===== src/sorted_key_table_assert.svh =====
// Assertion macros for the sorted key table RTL.
`ifndef SORTED_KEY_TABLE_ASSERT_SVH
`define SORTED_KEY_TABLE_ASSERT_SVH

// Condition that must hold at every clock edge out of reset.
`define SKT_ASSERT_ALWAYS(label, cond, msg) \
  label: assert property (@(posedge clk) disable iff (rst) (cond)) \
    else $error(msg);

// Same-cycle implication.
`define SKT_ASSERT_IMPLY(label, ante, cons, msg) \
  label: assert property (@(posedge clk) disable iff (rst) (ante) |-> (cons)) \
    else $error(msg);

// Next-cycle implication.
`define SKT_ASSERT_NEXT(label, ante, cons, msg) \
  label: assert property (@(posedge clk) disable iff (rst) (ante) |=> (cons)) \
    else $error(msg);

`endif


===== src/skt_pkg.sv =====
// Types, constants and key compare functions for the sorted key table.
`default_nettype none
package skt_pkg;

  localparam int TABLE_DEPTH   = 64;
  localparam int KEY_BYTES     = 8;
  localparam int KEY_W         = 64;
  localparam int LEN_W         = 4;
  localparam int VALUE_W       = 64;
  localparam int LOC_W         = 63;
  localparam int OP_W          = 2;
  localparam int ENTRY_TOTAL_W = 7;
  localparam int COUNT_W       = $clog2(TABLE_DEPTH + 1);
  localparam int GROUP         = 8;
  localparam int NUM_GROUPS    = (TABLE_DEPTH + GROUP - 1) / GROUP;

  localparam logic [VALUE_W-1:0] TOMBSTONE = '1;

  localparam logic [OP_W-1:0] OP_GET    = 2'd0;
  localparam logic [OP_W-1:0] OP_SET    = 2'd1;
  localparam logic [OP_W-1:0] OP_DELETE = 2'd2;

  typedef enum logic [2:0] {
    ST_IDLE,
    ST_COMPARE,
    ST_GATHER,
    ST_REDUCE,
    ST_COMMIT
  } skt_state_t;

  typedef struct packed {
    logic [KEY_W-1:0]   key;
    logic [LEN_W-1:0]   len;
    logic [VALUE_W-1:0] value;
  } skt_entry_t;

  // Broadcast controls from the sequencer to every cell.
  typedef struct packed {
    logic sample;
    logic commit;
    logic insert;
    logic overwrite;
  } skt_cell_ctrl_t;

  // Ones over the first len bytes, first byte most significant.
  function automatic logic [KEY_W-1:0] key_mask(input logic [LEN_W-1:0] len);
    logic [KEY_W-1:0] m;
    m = '0;
    for (int b = 0; b < KEY_W / 8; b++) begin
      if (LEN_W'(b) < len) begin
        m[KEY_W-1-8*b -: 8] = 8'hFF;
      end
    end
    return m;
  endfunction

  // Returns {entry below probe, entry equal to probe}.
  function automatic logic [1:0] key_compare(input logic [KEY_W-1:0] ek,
                                             input logic [LEN_W-1:0] el,
                                             input logic [KEY_W-1:0] pk,
                                             input logic [LEN_W-1:0] pl);
    logic [LEN_W-1:0] n;
    logic [KEY_W-1:0] m;
    logic [KEY_W-1:0] a;
    logic [KEY_W-1:0] b;
    logic             below;
    logic             same;
    n     = (el < pl) ? el : pl;
    m     = key_mask(n);
    a     = ek & m;
    b     = pk & m;
    below = (a < b) || ((a == b) && (el < pl));
    same  = (a == b) && (el == pl);
    return {below, same};
  endfunction

endpackage
`default_nettype wire


===== src/skt_collect.sv =====
// Registered OR stage over one group of cells: hit flag and hit value.
`default_nettype none
module skt_collect
  import skt_pkg::*;
(
  input  logic                          clk,
  input  logic                          rst,
  input  logic                          enable,
  input  logic [GROUP-1:0]              flags,
  input  logic [GROUP-1:0][VALUE_W-1:0] values,
  output logic                          hit,
  output logic [VALUE_W-1:0]            value
);

  logic               hit_next;
  logic [VALUE_W-1:0] value_next;

  // non-hit cells present zero, so a plain OR picks the hit
  always_comb begin
    hit_next   = 1'b0;
    value_next = '0;
    for (int i = 0; i < GROUP; i++) begin
      hit_next   = hit_next | flags[i];
      value_next = value_next | values[i];
    end
  end

  always_ff @(posedge clk) begin
    if (rst) begin
      hit <= 1'b0;
    end else if (enable) begin
      hit <= hit_next;
    end
  end

  always_ff @(posedge clk) begin
    if (enable) begin
      value <= value_next;
    end
  end

endmodule
`default_nettype wire


===== config.mk =====
export PLATFORM = sky130hd
export DESIGN_NAME = skt_collect
export DESIGN_NICKNAME = d
export VERILOG_FILES = /design/src/sorted_key_table_assert.svh /design/src/skt_pkg.sv /design/src/skt_collect.sv
export SDC_FILE = /design/constraint.sdc
export NUM_CORES = 1
export LEC_CHECK = 0
export CAP_MARGIN = 30
export CORE_AREA = 2 2 229 231
export CTS_BUF_LIST = sky130_fd_sc_hd__clkbuf_16
export CTS_CLUSTER_DIAMETER = 120
export DETAILED_ROUTE_END_ITERATION = 8
export DIE_AREA = 0 0 231 233
export DONT_BUFFER_PORTS = 1
export GPL_TIMING_DRIVEN = 1
export PLACE_DENSITY = 0.3
export RECOVER_POWER = 25
export SYNTH_ARGS = -nofsm -noshare
export SYNTH_HDL_FRONTEND = slang
export SYNTH_SLANG_ARGS = --single-unit

===== constraint.sdc =====
create_clock -name clk -period 2.1 [get_ports clk]
set_input_delay 0.42 -clock clk [delete_from_list [all_inputs] [get_ports clk]]
set_output_delay 0.42 -clock clk [all_outputs]
set_load 0.005 [all_outputs]

==> key figures <==
Run status
  – Status: finished, final reports clean

Drt
  – WL per Instance: 17.9 µm
  – DR vias/cell: 2.97
  – Post-DRT Antenna Nets: 0
  – Router iterations before antenna repair: 4
  – Routed wire length: 17100 µm
  – Initial DRC count: 130
  – DRC errors left: 0
  – Vias: 2851

Global routing
  – Met3 usage in global routing: 0.0366
  – Largest net degree at the start of global routing: 67
  – Top Usage Layer GRT: met2
  – First-pass GRT wire length: 20300 µm
  – Initial antenna violation count: 4
  – Vias in the first global route: 2785
  – Global Route met2 Usage: 0.0995
  – Total congestion overflow: 0
  – GR Util All Layers: 0.0598
  – Met1 usage: 0.0525

CTS
  – Maximum clock insertion buffer count: 2
  – Hold_buf cts: 0
  – Setup repair bufs after CTS: 0
  – Root Driver: clkbuf_16
  – TritonCTS buffer count: 9
  – CTS tree: done
  – Clock Sink Count: 65
  – Reg clk slew, reported paths: 0.06 ns
  – CTS H-tree lvls: 3
  – PostCTS Resize Cnt: 0
  – Clk Latency, worst-skew pair: 0.36 ns

Setup path
  – Setup crit end kind: output pin
  – Critical path launch point type: flip-flop
  – Critical path data arrival time: 0.88 ns
  – Worst reg2reg endpoint: hit
  – R2r setup slk: 1.36 ns
  – CP startpoint: value[51]
  – R2r startpoint: hit
  – Cell count along the critical path: 0
  – Critical path type: reg2out
  – Crit path max fanout: 1
  – R2R cell count: 2
  – Worst EP required: 1.68 ns
  – Worst Setup EP: value[51]

Timing
  – Final setup vio count: 0
  – RSZ-0062 raised after global routing: false
  – Crit share post-route: 0.617
  – Clock skew: 0 ns
  – Achievable Freq: 0.772 GHz
  – Slew Limit Fails: 0
  – Tmin final: 1.30 ns
  – Slew @ Worst Pin: 0.404 ns
  – Sum of negative setup slack: 0 ns
  – Rel. slew slack: 0.728
  – Final Hold Vio Count: 0

Logic synthesis
  – Synthesized instance count: 261
  – Cell Area, Synth: 3010 µm²
  – Async set or reset register ratio after synthesis: 0
  – Distinct cells, synth: 6
  – Number of synthesized flops with an enable pin: 64
  – Yosys warnings: 0
  – Sequential fraction of the synthesis area: 0.646
  – Post-Syn Area per Cell: 11.5 µm²
  – Largest area contributor in the netlist: edfxtp_1
  – Ys flop type: edfxtp_1
  – Post-synthesis register bit count: 65
  – Share of the synthesized area in the top cell type: 0.639
  – Top-count cell post-synth: nor4_1
  – Most frequent cells after synthesis: nor4_1, edfxtp_1, nand2_1
  – Mapped Nets: 784
  – Ranking of synthesized cells by area: edfxtp_1, nor4_1, nand2_1, dfxtp_1, a311oi_1

Placed design
  – Gpl congestion: 0.995
  – Port Buffers: 0
  – Post-DP HPWL: 14200 µm

Power
  – Static Leakage: 0.875 nW
  – Power Density: 765 nW/µm²
  – Peak supply drop: 0.390 mV
  – Power Total: 3.18 mW

Flow run
  – Max Cap Viol: 0

Finish
  – # fillers: 5952
  – Layout cell share with drive strength beyond 1: 0.0576
  – Area taken by multi-input logic gates: 1070 µm²
  – Nets@finish: 796
  – Syn-to-layout area delta: 38.1%
  – Register Area: 1940 µm²

Die
  – Rows: 83
  – Die Height: 233 µm
  – Die area: 53800 µm²
  – Core region area: 51100 µm²
  – Initial core utilization: 0.0589
  – # IOs: 588
  – Die Span X: 231 µm

Min path
  – HP Class: in2reg
layer usage:
metal | wire length (µm) | up-vias | part of all wire
li1 | - | 1141 | -
met1 | 5330 | 1310 | 0.31
met2 | 8600 | 353 | 0.50
met3 | 2370 | 41 | 0.14
met4 | 788 | 6 | 0.046
met5 | 47 | - | 0.0027
placed cells by master, fill, tap and decap left out:
master      netlist  final
clkbuf_16         0      9
diode_2           0      1
bufinv_16         0      1
clkinv_2          0      4
clkinvlp_4        0      1
clkinv_1          0      1
nand2_1          64     64
nor2_1            1      1
edfxtp_1         64     64
nor4_1          130    130
a311oi_1          1      1
buf_4             0      1
dfxtp_1           1      1
logic make-up (layout without fill, tap and decap cells):
| family | after synthesis | in the layout | share of synthesized area |
|---|---|---|---|
| AND/OR/NAND/NOR | 195 | 195 | 0.351 |
| flip-flops | 65 | 65 | 0.646 |
| AO/OA/AOI/OAI | 1 | 1 | 0.00291 |
| other | 0 | 1 | 0 |
| buffers and inverters | 0 | 17 | 0 |
area by class of cell:
cell class | count | share of cell area
clock inverter | 7 | 0.0148
timing repair buffer | 1 | 0.00181
antenna | 1 | 0.000602
clock buffer | 9 | 0.0542
multi-input combinational | 196 | 0.257
sequential | 65 | 0.467
tap | 680 | 0.205
state kept, by name (all words and copies together), names as in the netlist:
register / flops
value: 64
hit: 1
power breakdown:
group	switching [mW]	internal, mW	total [mW]	leakage [nW]
clock	0.673	0.906	1.58	0.142
combinational	0.0192	0.0355	0.0546	0.0794
sequential	0.0530	1.49	1.54	0.654
total	0.746	2.43	3.18	0.875
worst min path at each step:
| stage | slack [ns] | cells past startpoint | start | endpoint |
|---|---|---|---|---|
| 3_5_place_dp | 0.50 | 1 | rst | hit |
| 3_3_place_gp | 0.50 | 1 | rst | hit |
| 6_report | 0.13 | 1 | rst | hit |
| 4_1_cts | 0.07 | 1 | rst | hit |
| 2_1_floorplan | 0.49 | 2 | hit | hit |
| 5_1_grt | 0.1 | 1 | rst | hit |
per-stage QoR:
stage / utilization / cell area, µm² / setup WS, ns / instances / hold slack [ns]
after floorplan: - / 3010 / 1.11 / 261 / 0.487
after global placement: 0.0757 / 3870 / 0.833 / 942 / 0.496
after detailed placement: 0.0757 / 3870 / 0.886 / 942 / 0.504
after CTS: 0.0813 / 4150 / 0.714 / 958 / 0.0681
after global routing: 0.0813 / 4160 / 0.728 / 959 / 0.0971
final: 0.0813 / 4160 / 0.805 / 959 / 0.128
Note: power is estimated with default switching activity, not from simulation.
