$ cat src/sorted_key_table_assert.svh
// Assertion macros for the sorted key table RTL.
`ifndef SORTED_KEY_TABLE_ASSERT_SVH
`define SORTED_KEY_TABLE_ASSERT_SVH

// Condition that must hold at every clock edge out of reset.
`define SKT_ASSERT_ALWAYS(label, cond, msg) \
  label: assert property (@(posedge clk) disable iff (rst) (cond)) \
    else $error(msg);

// Same-cycle implication.
`define SKT_ASSERT_IMPLY(label, ante, cons, msg) \
  label: assert property (@(posedge clk) disable iff (rst) (ante) |-> (cons)) \
    else $error(msg);

// Next-cycle implication.
`define SKT_ASSERT_NEXT(label, ante, cons, msg) \
  label: assert property (@(posedge clk) disable iff (rst) (ante) |=> (cons)) \
    else $error(msg);

`endif

$ cat src/skt_pkg.sv
// Types, constants and key compare functions for the sorted key table.
`default_nettype none
package skt_pkg;

  localparam int TABLE_DEPTH   = 64;
  localparam int KEY_BYTES     = 8;
  localparam int KEY_W         = 64;
  localparam int LEN_W         = 4;
  localparam int VALUE_W       = 64;
  localparam int LOC_W         = 63;
  localparam int OP_W          = 2;
  localparam int ENTRY_TOTAL_W = 7;
  localparam int COUNT_W       = $clog2(TABLE_DEPTH + 1);
  localparam int GROUP         = 8;
  localparam int NUM_GROUPS    = (TABLE_DEPTH + GROUP - 1) / GROUP;

  localparam logic [VALUE_W-1:0] TOMBSTONE = '1;

  localparam logic [OP_W-1:0] OP_GET    = 2'd0;
  localparam logic [OP_W-1:0] OP_SET    = 2'd1;
  localparam logic [OP_W-1:0] OP_DELETE = 2'd2;

  typedef enum logic [2:0] {
    ST_IDLE,
    ST_COMPARE,
    ST_GATHER,
    ST_REDUCE,
    ST_COMMIT
  } skt_state_t;

  typedef struct packed {
    logic [KEY_W-1:0]   key;
    logic [LEN_W-1:0]   len;
    logic [VALUE_W-1:0] value;
  } skt_entry_t;

  // Broadcast controls from the sequencer to every cell.
  typedef struct packed {
    logic sample;
    logic commit;
    logic insert;
    logic overwrite;
  } skt_cell_ctrl_t;

  // Ones over the first len bytes, first byte most significant.
  function automatic logic [KEY_W-1:0] key_mask(input logic [LEN_W-1:0] len);
    logic [KEY_W-1:0] m;
    m = '0;
    for (int b = 0; b < KEY_W / 8; b++) begin
      if (LEN_W'(b) < len) begin
        m[KEY_W-1-8*b -: 8] = 8'hFF;
      end
    end
    return m;
  endfunction

  // Returns {entry below probe, entry equal to probe}.
  function automatic logic [1:0] key_compare(input logic [KEY_W-1:0] ek,
                                             input logic [LEN_W-1:0] el,
                                             input logic [KEY_W-1:0] pk,
                                             input logic [LEN_W-1:0] pl);
    logic [LEN_W-1:0] n;
    logic [KEY_W-1:0] m;
    logic [KEY_W-1:0] a;
    logic [KEY_W-1:0] b;
    logic             below;
    logic             same;
    n     = (el < pl) ? el : pl;
    m     = key_mask(n);
    a     = ek & m;
    b     = pk & m;
    below = (a < b) || ((a == b) && (el < pl));
    same  = (a == b) && (el == pl);
    return {below, same};
  endfunction

endpackage
`default_nettype wire

$ cat src/skt_cell.sv
// One table slot: holds an entry, compares it with the probe, shifts along the chain.
`default_nettype none
module skt_cell
  import skt_pkg::*;
(
  input  logic               clk,
  input  logic               rst,
  input  skt_cell_ctrl_t     ctrl,
  input  skt_entry_t         new_entry,
  input  logic               valid,
  input  logic               in_span,
  input  skt_entry_t         prev_entry,
  input  logic               prev_lt,
  output skt_entry_t         entry,
  output logic               lt,
  output logic               eq,
  output logic [VALUE_W-1:0] hit_value
);

  logic [1:0] cmp;

  // compare held entry with probe
  always_comb begin
    cmp = key_compare(entry.key, entry.len, new_entry.key, new_entry.len);
  end

  // flags, valid slots only
  always_ff @(posedge clk) begin
    if (rst) begin
      lt <= 1'b0;
      eq <= 1'b0;
    end else if (ctrl.sample) begin
      lt <= valid && cmp[1];
      eq <= valid && cmp[0];
    end
  end

  // old value of a hit, zero otherwise
  always_ff @(posedge clk) begin
    if (ctrl.sample) begin
      hit_value <= (valid && cmp[0]) ? entry.value : '0;
    end
  end

  // overwrite in place, or take the new entry / neighbour's entry on insert
  always_ff @(posedge clk) begin
    if (ctrl.commit) begin
      if (ctrl.overwrite && eq) begin
        entry.value <= new_entry.value;
      end else if (ctrl.insert && in_span && !lt) begin
        entry <= prev_lt ? new_entry : prev_entry;
      end
    end
  end

endmodule
`default_nettype wire

$ cat config.mk
export PLATFORM = sky130hd
export DESIGN_NAME = skt_cell
export DESIGN_NICKNAME = d
export VERILOG_FILES = /design/src/sorted_key_table_assert.svh /design/src/skt_pkg.sv /design/src/skt_cell.sv
export SDC_FILE = /design/constraint.sdc
export NUM_CORES = 1
export LEC_CHECK = 0
export BUFFER_PORTS_ARGS = -buffer_cell sky130_fd_sc_hd__buf_2
export CAP_MARGIN = 20
export CORE_AREA = 2 2 185 187
export DETAILED_ROUTE_END_ITERATION = 10
export DIE_AREA = 0 0 187 189
export GPL_ROUTABILITY_DRIVEN = 0
export PLACE_DENSITY = 0.65
export REMOVE_ABC_BUFFERS = 1
export SLEW_MARGIN = 20
export SYNTH_ARGS = -nofsm -noshare
export SYNTH_HDL_FRONTEND = slang
export SYNTH_SLANG_ARGS = --single-unit
$ cat constraint.sdc
create_clock -name clk -period 7.65 [get_ports clk]
set_input_delay 1.53 -clock clk [delete_from_list [all_inputs] [get_ports clk]]
set_output_delay 1.53 -clock clk [all_outputs]
set_load 0.02 [all_outputs]
==> run metrics, run 1 <==
vias per cell=approximately 4.7; worst vdd rail ir drop=between 0.0001 and 0.00015 V; sequential share of the synthesized area=57.1%; setup violators final=0; FF-to-FF Start=entry[65]; Ys Warns=0; CTS Root Cell=clkbuf_16; clock period minus worst slack=roughly 6 ns; critical path, cell by cell=buf_2, inv_1, ha_1, nor2b_1, o21a_1, o21ai_1, a21oi_1, o41ai_4, nand2_1, ha_1, nand4_1, nor4_1, nand2_1, nor4_2, buf_4, and2_1; Initial Util=31.2%; Overall Power=approximately 2600 µW; GRT overflow=0; clock skew=approximately 0.0087 ns; Finished Cell Area=between 10000 and 15000 µm²; DRT antenna net count=0; share of the synthesized area in the top cell type=roughly 57%; initial antenna violation count=13; drt first pass iters=5; Slew Limit Fails=0; Routed WL per cell=~19 µm; H-Tree Depth=4; status=finished clean; CP arrival=between 6 and 7 ns; core area=approximately 33000 µm²; I/O Buffers=470; first-pass GRT wire length=between 40000 and 50000 µm; DRC=0; hold depth=1; Layout area overhead=33.4%; Period Utilization, post-route=78.9%; RSZ-0062 raised after global routing=no; max_cap viols=0; clock sinks=198; final worst slack=1.62 ns; post_cts resized=0; commonest cells in the netlist=196 x edfxtp_1, 132 x mux2_2, 104 x and2_1; Area after DPL=13300 µm²; Clk pin slew, worst setup/hold paths=0.08 ns; Die Ht=approximately 190 µm; Hold Path Origin=entry[43]; Worst slew margin=roughly 37%; maximum clock path buffer count=2; num rows=67; area of the mapped netlist=10400 µm²; ys flop type=edfxtp_1; Setup Fix Bufs, Post-CTS=0; Critical Path RT=about 8.0 ns; CTS tree=yes; Synth area leader=edfxtp_1; DRT iter0 DRCs=between 300 and 400; Power Density=186 nW/µm²; CTS hold repair buffers=0; Die Footprint=~35000 µm²; CTS buffer count=17; IO Count=approximately 470; Post-Layout Cell Count=~1.7k; largest net degree at the start of global routing=69; Post-synth EDFFs=approximately 200; async set-or-reset flop fraction in the synthesized netlist=0%; GRT Overall Usage=between 10% and 20%; fin nets=1581; DP HPWL=26200 µm; CP max stage cell=o41ai_4; Setup Crit Path Kind=in -> reg; DP Cell Count=around 1.7k; R2R Setup Slk=~2.3 ns; Worst Hold Class=reg -> reg; Slew @ Worst Pin=approximately 0.95 ns; share of layout cells above drive strength 1=a little over half; worst reg-to-reg path cell count=14; Crit path largest cell delay=between 0.8 and 0.9 ns; Hold Vio Cnt, Final=0; final WL=about 33000 µm; Worst-Skew Late Latency=0.44 ns; Worst Setup End Kind=flop; pre-CTS WS=~0.96 ns; post-synthesis register bit count=roughly 200; Syn Area/Cell=between 10 and 15 µm²; CP startpoint kind=input port; chip width=approximately 190 µm; crit-path max FO=65; most frequent cell after synthesis=edfxtp_1; count of cell types in the netlist=48; via count=~8.1k; leakage=0.00602 µW; cells after synthesis=777; fin util=between 40% and 50%; Peak Freq=166 MHz; number of global-route vias before repair=8391; reg2reg end=hit_value[28]; Synth area leaders=edfxtp_1 57%, mux2_2 14%, ha_1 8.3%, and2_1 6.3%, nand2_1 2.6%; hold endpoint=hit_value[43]
-- registers in the layout (all words and copies together), names as in the netlist --
| name | count |
|---|---|
| lt | 1 |
| entry | 132 |
| eq | 1 |
| hit_value | 64 |
-- per-stage QoR --
step / setup TNS, ns / hold WS (ns)
finish: 0 / 0.540
global route: 0 / 0.570
CTS: 0 / 0.539
detailed placement: 0 / 0.528
global placement: 0 / 0.525
floorplan: -122.50 / 0.602
-- layout make-up --
type | count | area [µm²]
fillers | 3214 | 19400
clock inverters | 14 | 144
clock buffers | 18 | 429
well taps | 448 | 561
diodes | 5 | 12.5
inverters | 10 | 37.5
repair buffers | 478 | 2420
multi-input cells | 534 | 4320
flip-flops and latches | 198 | 5930
-- worst max-delay path by stage --
stage / startpoint / end / slack [ns] / depth (start not counted)
final: new_entry[65] / hit_value[28] / 1.62 / 16
after floorplan: new_entry[65] / hit_value[0] / -1.88 / 14
after global routing: new_entry[65] / hit_value[28] / 1.04 / 16
after CTS: new_entry[65] / hit_value[46] / 1.43 / 17
after global placement: new_entry[65] / hit_value[43] / 1.19 / 17
after detailed placement: new_entry[65] / hit_value[46] / 0.96 / 17
-- layout by cell type, fill, tap and decap left out, types with 2 or more instances in the layout --
cell / netlist / final
a21o_1: 3 / 3
a21o_2: 2 / 2
a21oi_1: 33 / 32
a221oi_1: 3 / 3
and2_1: 104 / 104
and2_2: 6 / 6
and2_4: 2 / 2
and3_1: 8 / 8
buf_2: 3 / 468
buf_4: 3 / 10
clkbuf_16: 0 / 17
clkinv_1: 0 / 2
clkinv_2: 0 / 2
clkinv_4: 0 / 2
clkinv_8: 0 / 2
dfxtp_1: 2 / 2
diode_2: 0 / 5
edfxtp_1: 196 / 196
ha_1: 69 / 69
inv_1: 10 / 10
inv_6: 0 / 4
mux2_2: 132 / 132
nand2_1: 72 / 72
nand3_1: 15 / 15
nand4_1: 13 / 13
nor2_1: 7 / 6
nor2b_1: 3 / 3
nor3_1: 6 / 6
nor4_1: 5 / 4
nor4_2: 1 / 2
o211ai_1: 2 / 2
o21a_1: 9 / 9
o21ai_0: 20 / 19
-- metal layers --
metal / vias to the layer above / part of all wire (%) / wire length [µm] / global-route usage (%)
met5: - / 0.29 / 96 / 0
met4: 14 / 2.0 / 657 / 5.77
met2: 341 / 49 / 16300 / 31.8
li1: 3823 / - / - / -
met1: 3848 / 37 / 12300 / 19.8
met3: 41 / 11 / 3700 / 8.92
-- kinds of logic (layout without fill, tap and decap cells) --
| family | after synthesis | count (layout) | synth area share, % |
|---|---|---|---|
| AOI/OAI and AO/OA | 86 | 86 | 5.34 |
| muxes | 133 | 133 | 14.4 |
| other | 0 | 5 | 0 |
| DFF | 198 | 198 | 57.1 |
| and+or+nand+nor | 246 | 246 | 13.0 |
| adders and majority gates | 69 | 69 | 8.32 |
| buffers and inverters | 45 | 520 | 1.86 |
-- report_power, final --
group,internal [µW],switching [µW]
Combinational,190,229
Sequential,1240,16.4
Clock,459,441
-- critical path, delay by kind of cell --
kind / cells / cell delay [ns]
simple gates: 7 / 1.75
compound gates: 4 / 1.63
buf+inv: 3 / 0.74
fa+ha+maj: 2 / 0.65
(Power assumes the default switching activity.)
==> inputs of run 2 (changes only) <==
- clock period: 7.65 -> 6 ns (I/O delays scaled with it)
==> run metrics, run 2 (synthesis results as in run 1) <==
RSZ-0062 raised after global routing=no; Layout area overhead=33.8%; Peak Freq=between 150 and 200 MHz; FF-to-FF Start=entry[65]; pre-CTS WS=~0.32 ns; reg2reg end=hit_value[50]; drt first pass iters=5; via count=roughly 8.1k; clock sinks=~200; GRT overflow=0; Worst-Skew Late Latency=~0.45 ns; Post-Layout Cell Count=between 1.5k and 2k; CP arrival=about 5.6 ns; hold_ws=0.542 ns; CTS buffer count=17; Die Footprint=35300 µm²; max_cap viols=0; R2R Setup Slk=around 1.2 ns; Hold Path Origin=entry[44]; Die Ht=about 190 µm; Worst Setup End Kind=flop; clock period minus worst slack=5.23 ns; maximum clock path buffer count=2; worst reg-to-reg path cell count=14; CP startpoint kind=input port; top flop regs=entry (132), hit_value (64); first-pass GRT wire length=a little under 50000 µm; setup violators final=0; flip-flop count of the largest register after layout=between 100 and 150; status=finished clean; vias per cell=approximately 4.8; worst vdd rail ir drop=0.000212 V; hold endpoint=hit_value[44]; hold depth=1; H-Tree Depth=4; Worst slew margin=a little over a third; register bank with the most flops=entry; crit-path max FO=between 60 and 70; initial antenna violation count=9; DRT iter0 DRCs=between 400 and 500; Critical Path RT=6.32 ns; chip width=187 µm; GRT Overall Usage=a little under a fifth; DRC=0; I/O Buffers=470; Hold Vio Cnt, Final=0; Initial Util=just over 30%; DRT antenna net count=0; CTS Root Cell=clkbuf_16; core area=33300 µm²; Fillers=between 3k and 4k; Slew Limit Fails=0; CTS tree=yes; clock skew=0.0129 ns; Setup Fix Bufs, Post-CTS=0; Clk pin slew, worst setup/hold paths=around 0.080 ns; commonest non-fill, non-tap cell in the layout=buf_2; DP Cell Count=between 1.5k and 2k; largest net degree at the start of global routing=a little under 70; share of layout cells above drive strength 1=53.0%; leakage=0.00604 µW; Slew @ Worst Pin=slightly below 1 ns; final WL=33600 µm; Worst Hold Class=reg -> reg; Overall Power=3320 µW; post_cts resized=0; num rows=67; final worst slack=between 0.7 and 0.8 ns; DP HPWL=about 26000 µm; Power Density=between 200 and 250 nW/µm²; Period Utilization, post-route=around 87%; Final TNS setup=0 ns; Worst Setup SP=new_entry[65]; IO Count=around 470; fin nets=roughly 1.6k; CTS hold repair buffers=0; Routed WL per cell=between 15 and 20 µm; number of global-route vias before repair=between 8k and 9k; commonest non-fill, non-tap cells in the layout=468 x buf_2, 196 x edfxtp_1, 132 x mux2_2, 104 x and2_1, 72 x nand2_1; Setup Crit Path Kind=in -> reg
-- run 2: cell types whose count changed in the layout (fill, tap and decap cells not counted), sizes merged --
cell,change
clkinv,-3
diode,-3
inv,+3
buf,+2
clkbuf,-1
clkinvlp,+1
-- run 2: worst max path at each step --
| stage | endpoint | cells after the start | slack (ns) |
|---|---|---|---|
| after floorplan | hit_value[0] | 14 | -3.20 |
| after global placement | hit_value[10] | 16 | 0.47 |
| after detailed placement | hit_value[4] | 16 | 0.32 |
| after CTS | hit_value[10] | 16 | 0.79 |
| after global routing | hit_value[50] | 16 | 0.28 |
| final | hit_value[50] | 16 | 0.77 |
-- run 2: metrics by stage --
step / instance area [µm²] / utilization [%]
3_3_place_gp: 13300 / 39.9
6_report: 13900 / 41.7
3_5_place_dp: 13300 / 39.9
5_1_grt: 13900 / 41.7
2_1_floorplan: 10200 / -
4_1_cts: 13900 / 41.7
-- run 2: worst max-delay path: stages --
cell     delay [ns]
buf_2          0.14
inv_1          0.07
ha_1           0.31
nor2b_1        0.14
o21a_1         0.19
o21a_4         0.22
or4_4          0.42
a221o_2        0.48
and2_2         0.24
ha_1           0.31
nand4_1        0.18
nor4_2         0.54
nand2_1        0.15
nor4_2         0.43
buf_12         0.28
and2_1         0.18
-- run 2: area by class of cell --
cell class              count  area, µm²  share of cell area, %
diodes                      2       5.00                 0.0361
repair buffers            480       2460                   17.7
clock inverters            15        159                   1.14
well taps                 448        561                   4.04
multi-input cells         534       4310                   31.1
flip-flops and latches    198       5930                   42.7
inverters                  10       37.5                  0.270
clock buffers              17        425                   3.06
-- run 2: report_power, final --
| part | switching [µW] | internal [µW] |
|---|---|---|
| combinational | 294 | 243 |
| clock | 597 | 593 |
| sequential | 21.8 | 1580 |
| total | 913 | 2410 |
-- run 2: metal layers --
| layer | global-route usage, % | routed length (µm) | vias up |
|---|---|---|---|
| met5 | 0 | 62 | - |
| met4 | 4.82 | 578 | 10 |
| met3 | 8.58 | 3700 | 36 |
| met2 | 32.3 | 16600 | 375 |
| met1 | 20.6 | 12700 | 3880 |
| li1 | - | - | 3827 |
==> inputs of run 3 (changes only) <==
- ABC_AREA: not set -> 1
- CORE_AREA: 2 2 185 187 -> 2 2 182 184
- DIE_AREA: 0 0 187 189 -> 0 0 184 186
- PLACE_DENSITY: 0.65 -> 0.68
- SLEW_MARGIN: 20 -> not set
==> run metrics, run 3 <==
Clk pin slew, worst setup/hold paths=roughly 0.08 ns; GRT overflow=0; DRC=0; mux contribution to synthesized area=a little over an eighth; core area=roughly 32000 µm²; RSZ-0062 raised after global routing=no; Die Footprint=approximately 34000 µm²; Setup Fix Bufs, Post-CTS=0; Setup Crit Path Kind=in -> reg; worst reg-to-reg path cell count=20; DP HPWL=about 26000 µm; Worst slew margin=between 30% and 40%; Period Utilization, post-route=79.1%; num rows=66; most frequent cell after synthesis=edfxtp_1; drt first pass iters=4; pre-CTS WS=around 0.74 ns; DRT antenna net count=0; Power Density=~240 nW/µm²; Peak Freq=between 200 and 250 MHz; setup violators final=0; commonest cells in the netlist=196 x edfxtp_1, 161 x inv_1, 155 x nand2_1; Synth area leader=edfxtp_1; Syn Area/Cell=~11 µm²; leakage=a little under 0.007 µW; adder-cell share of the synthesized area=under 10%; vias per cell=between 4 and 5; Final TNS setup=0 ns; final WL=32700 µm; largest family of logic cells by synthesized area=multiplexers; number of global-route vias before repair=between 8k and 9k; Synth area leaders=edfxtp_1 55%, mux2_2 14%, ha_1 8.1%, inv_1 5.6%, nand2_1 5.4%; post_cts resized=0; crit-path max FO=65; commonest non-fill, non-tap cell in the layout=buf_2; final worst slack=~1.3 ns; max_cap viols=0; IO Count=471; commonest non-fill, non-tap cells in the layout=468 x buf_2, 196 x edfxtp_1, 161 x inv_1, 155 x nand2_1, 137 x nor2_1; sequential share of the synthesized area=roughly 55%; compound-cell area share of the yosys netlist=around 3.1%; Ys Warns=0; CTS tree=yes; maximum clock path buffer count=2; share of layout cells above drive strength 1=a little under half; Fillers=~3.1k; area of the mapped netlist=around 11000 µm²; chip width=~180 µm; XOR/XNOR Fraction of Synth Area=0%; worst vdd rail ir drop=roughly 0.00019 V; flip-flop count of the largest register after layout=132; ys flop type=edfxtp_1; largest net degree at the start of global routing=a little over 70; CP max stage cell=nor4_1; Worst Setup End Kind=flop; Critical Path RT=between 6 and 7 ns; register bank with the most flops=entry; Post-synth EDFFs=a little under 200; via count=8482; Slew Limit Fails=0; hold depth=2; Multi-input gate area=4030 µm²; async set-or-reset flop fraction in the synthesized netlist=0%; status=finished clean; I/O Buffers=470; count of cell types in the netlist=36; GRT Overall Usage=about a fifth; Hold Vio Cnt, Final=0; Simple-Gate Fraction of Synth Area=between 10% and 20%; CP arrival=~5.0 ns; DRT iter0 DRCs=about 410; critical path, cell by cell=buf_2, inv_1, ha_1, inv_1, nor2_2, o211ai_2, nand2_2, inv_2, o21ai_2, nor2_4, inv_4, nand2_4, inv_4, o21ai_2, nor2_1, ha_1, nand4_1, nor4_1, nand3_2, buf_4, nor2_1; clock sinks=roughly 200; Die Ht=186 µm; Crit path largest cell delay=~0.5 ns; Layout area overhead=31.7%; cells after synthesis=966; CTS Root Cell=clkbuf_16; Initial Util=between 30 and 40%; fin nets=1779; top flop regs=entry (132), hit_value (64); CP startpoint kind=input port; H-Tree Depth=4; CTS buffer count=17; Slew @ Worst Pin=~0.95 ns; post-synthesis register bit count=a little under 200; Routed WL per cell=~18 µm; initial antenna violation count=9; share of the synthesized area in the top cell type=between 50% and 60%; CTS hold repair buffers=0; Worst Hold Class=reg -> reg; first-pass GRT wire length=47600 µm; Worst-Skew Late Latency=~0.46 ns; Register Area=5930 µm²; clock period minus worst slack=~4.7 ns; clock skew=approximately 0.017 ns
-- run 3: cell families after synthesis --
group	after synthesis
compound gates	51
fa+ha+maj	69
buf+inv	193
simple gates	326
mux	129
flops	198
-- run 3: worst max-delay path: cells and delay by family --
kind | cells | cell delay (ns)
AOI/OAI and AO/OA | 3 | 0.38
and+or+nand+nor | 9 | 1.82
buffers and inverters | 7 | 0.95
adders and majority gates | 2 | 0.64
-- run 3: through the flow --
step	cells	hold WS [ns]	instance area [µm²]	power, µW	utilization (%)
final	1860	0.515	14100	3360	43.7
after global placement	1826	0.525	13500	2250	42.0
after CTS	1858	0.538	14100	3390	43.7
after floorplan	941	0.541	10600	2000	-
after global routing	1860	0.559	14100	3510	43.7
after detailed placement	1826	0.527	13500	2260	42.0
-- run 3: report_power, final --
part / switching [µW] / internal (µW) / leakage [µW]
combinational: 354 / 256 / 0.00472
sequential: 25.0 / 1590 / 0.00188
clock: 585 / 553 / 0.000273
-- run 3: area by class of cell --
cell class | count | area share [%]
inverters | 168 | 4.57
flip-flops and latches | 198 | 42.1
clock buffers | 18 | 3.05
multi-input cells | 575 | 28.6
clock inverters | 14 | 0.968
diodes | 2 | 0.0355
well taps | 408 | 3.62
repair buffers | 477 | 17.1
-- run 3: worst paths after layout --
check / from / to / slack (ns)
worst min-delay path: lt / lt / 0.52
worst min register to register: lt / lt / 0.52
worst max-delay path: new_entry[65] / hit_value[2] / 1.25
worst max register to register: entry[65] / hit_value[2] / 1.64
-- run 3: layer usage --
layer	wire length [µm]	vias to the layer above	global-route usage [%]
li1	-	4155	-
met1	12300	3954	20.0
met2	16700	328	34.0
met3	3240	37	8.06
met4	470	8	4.70
met5	49	-	0
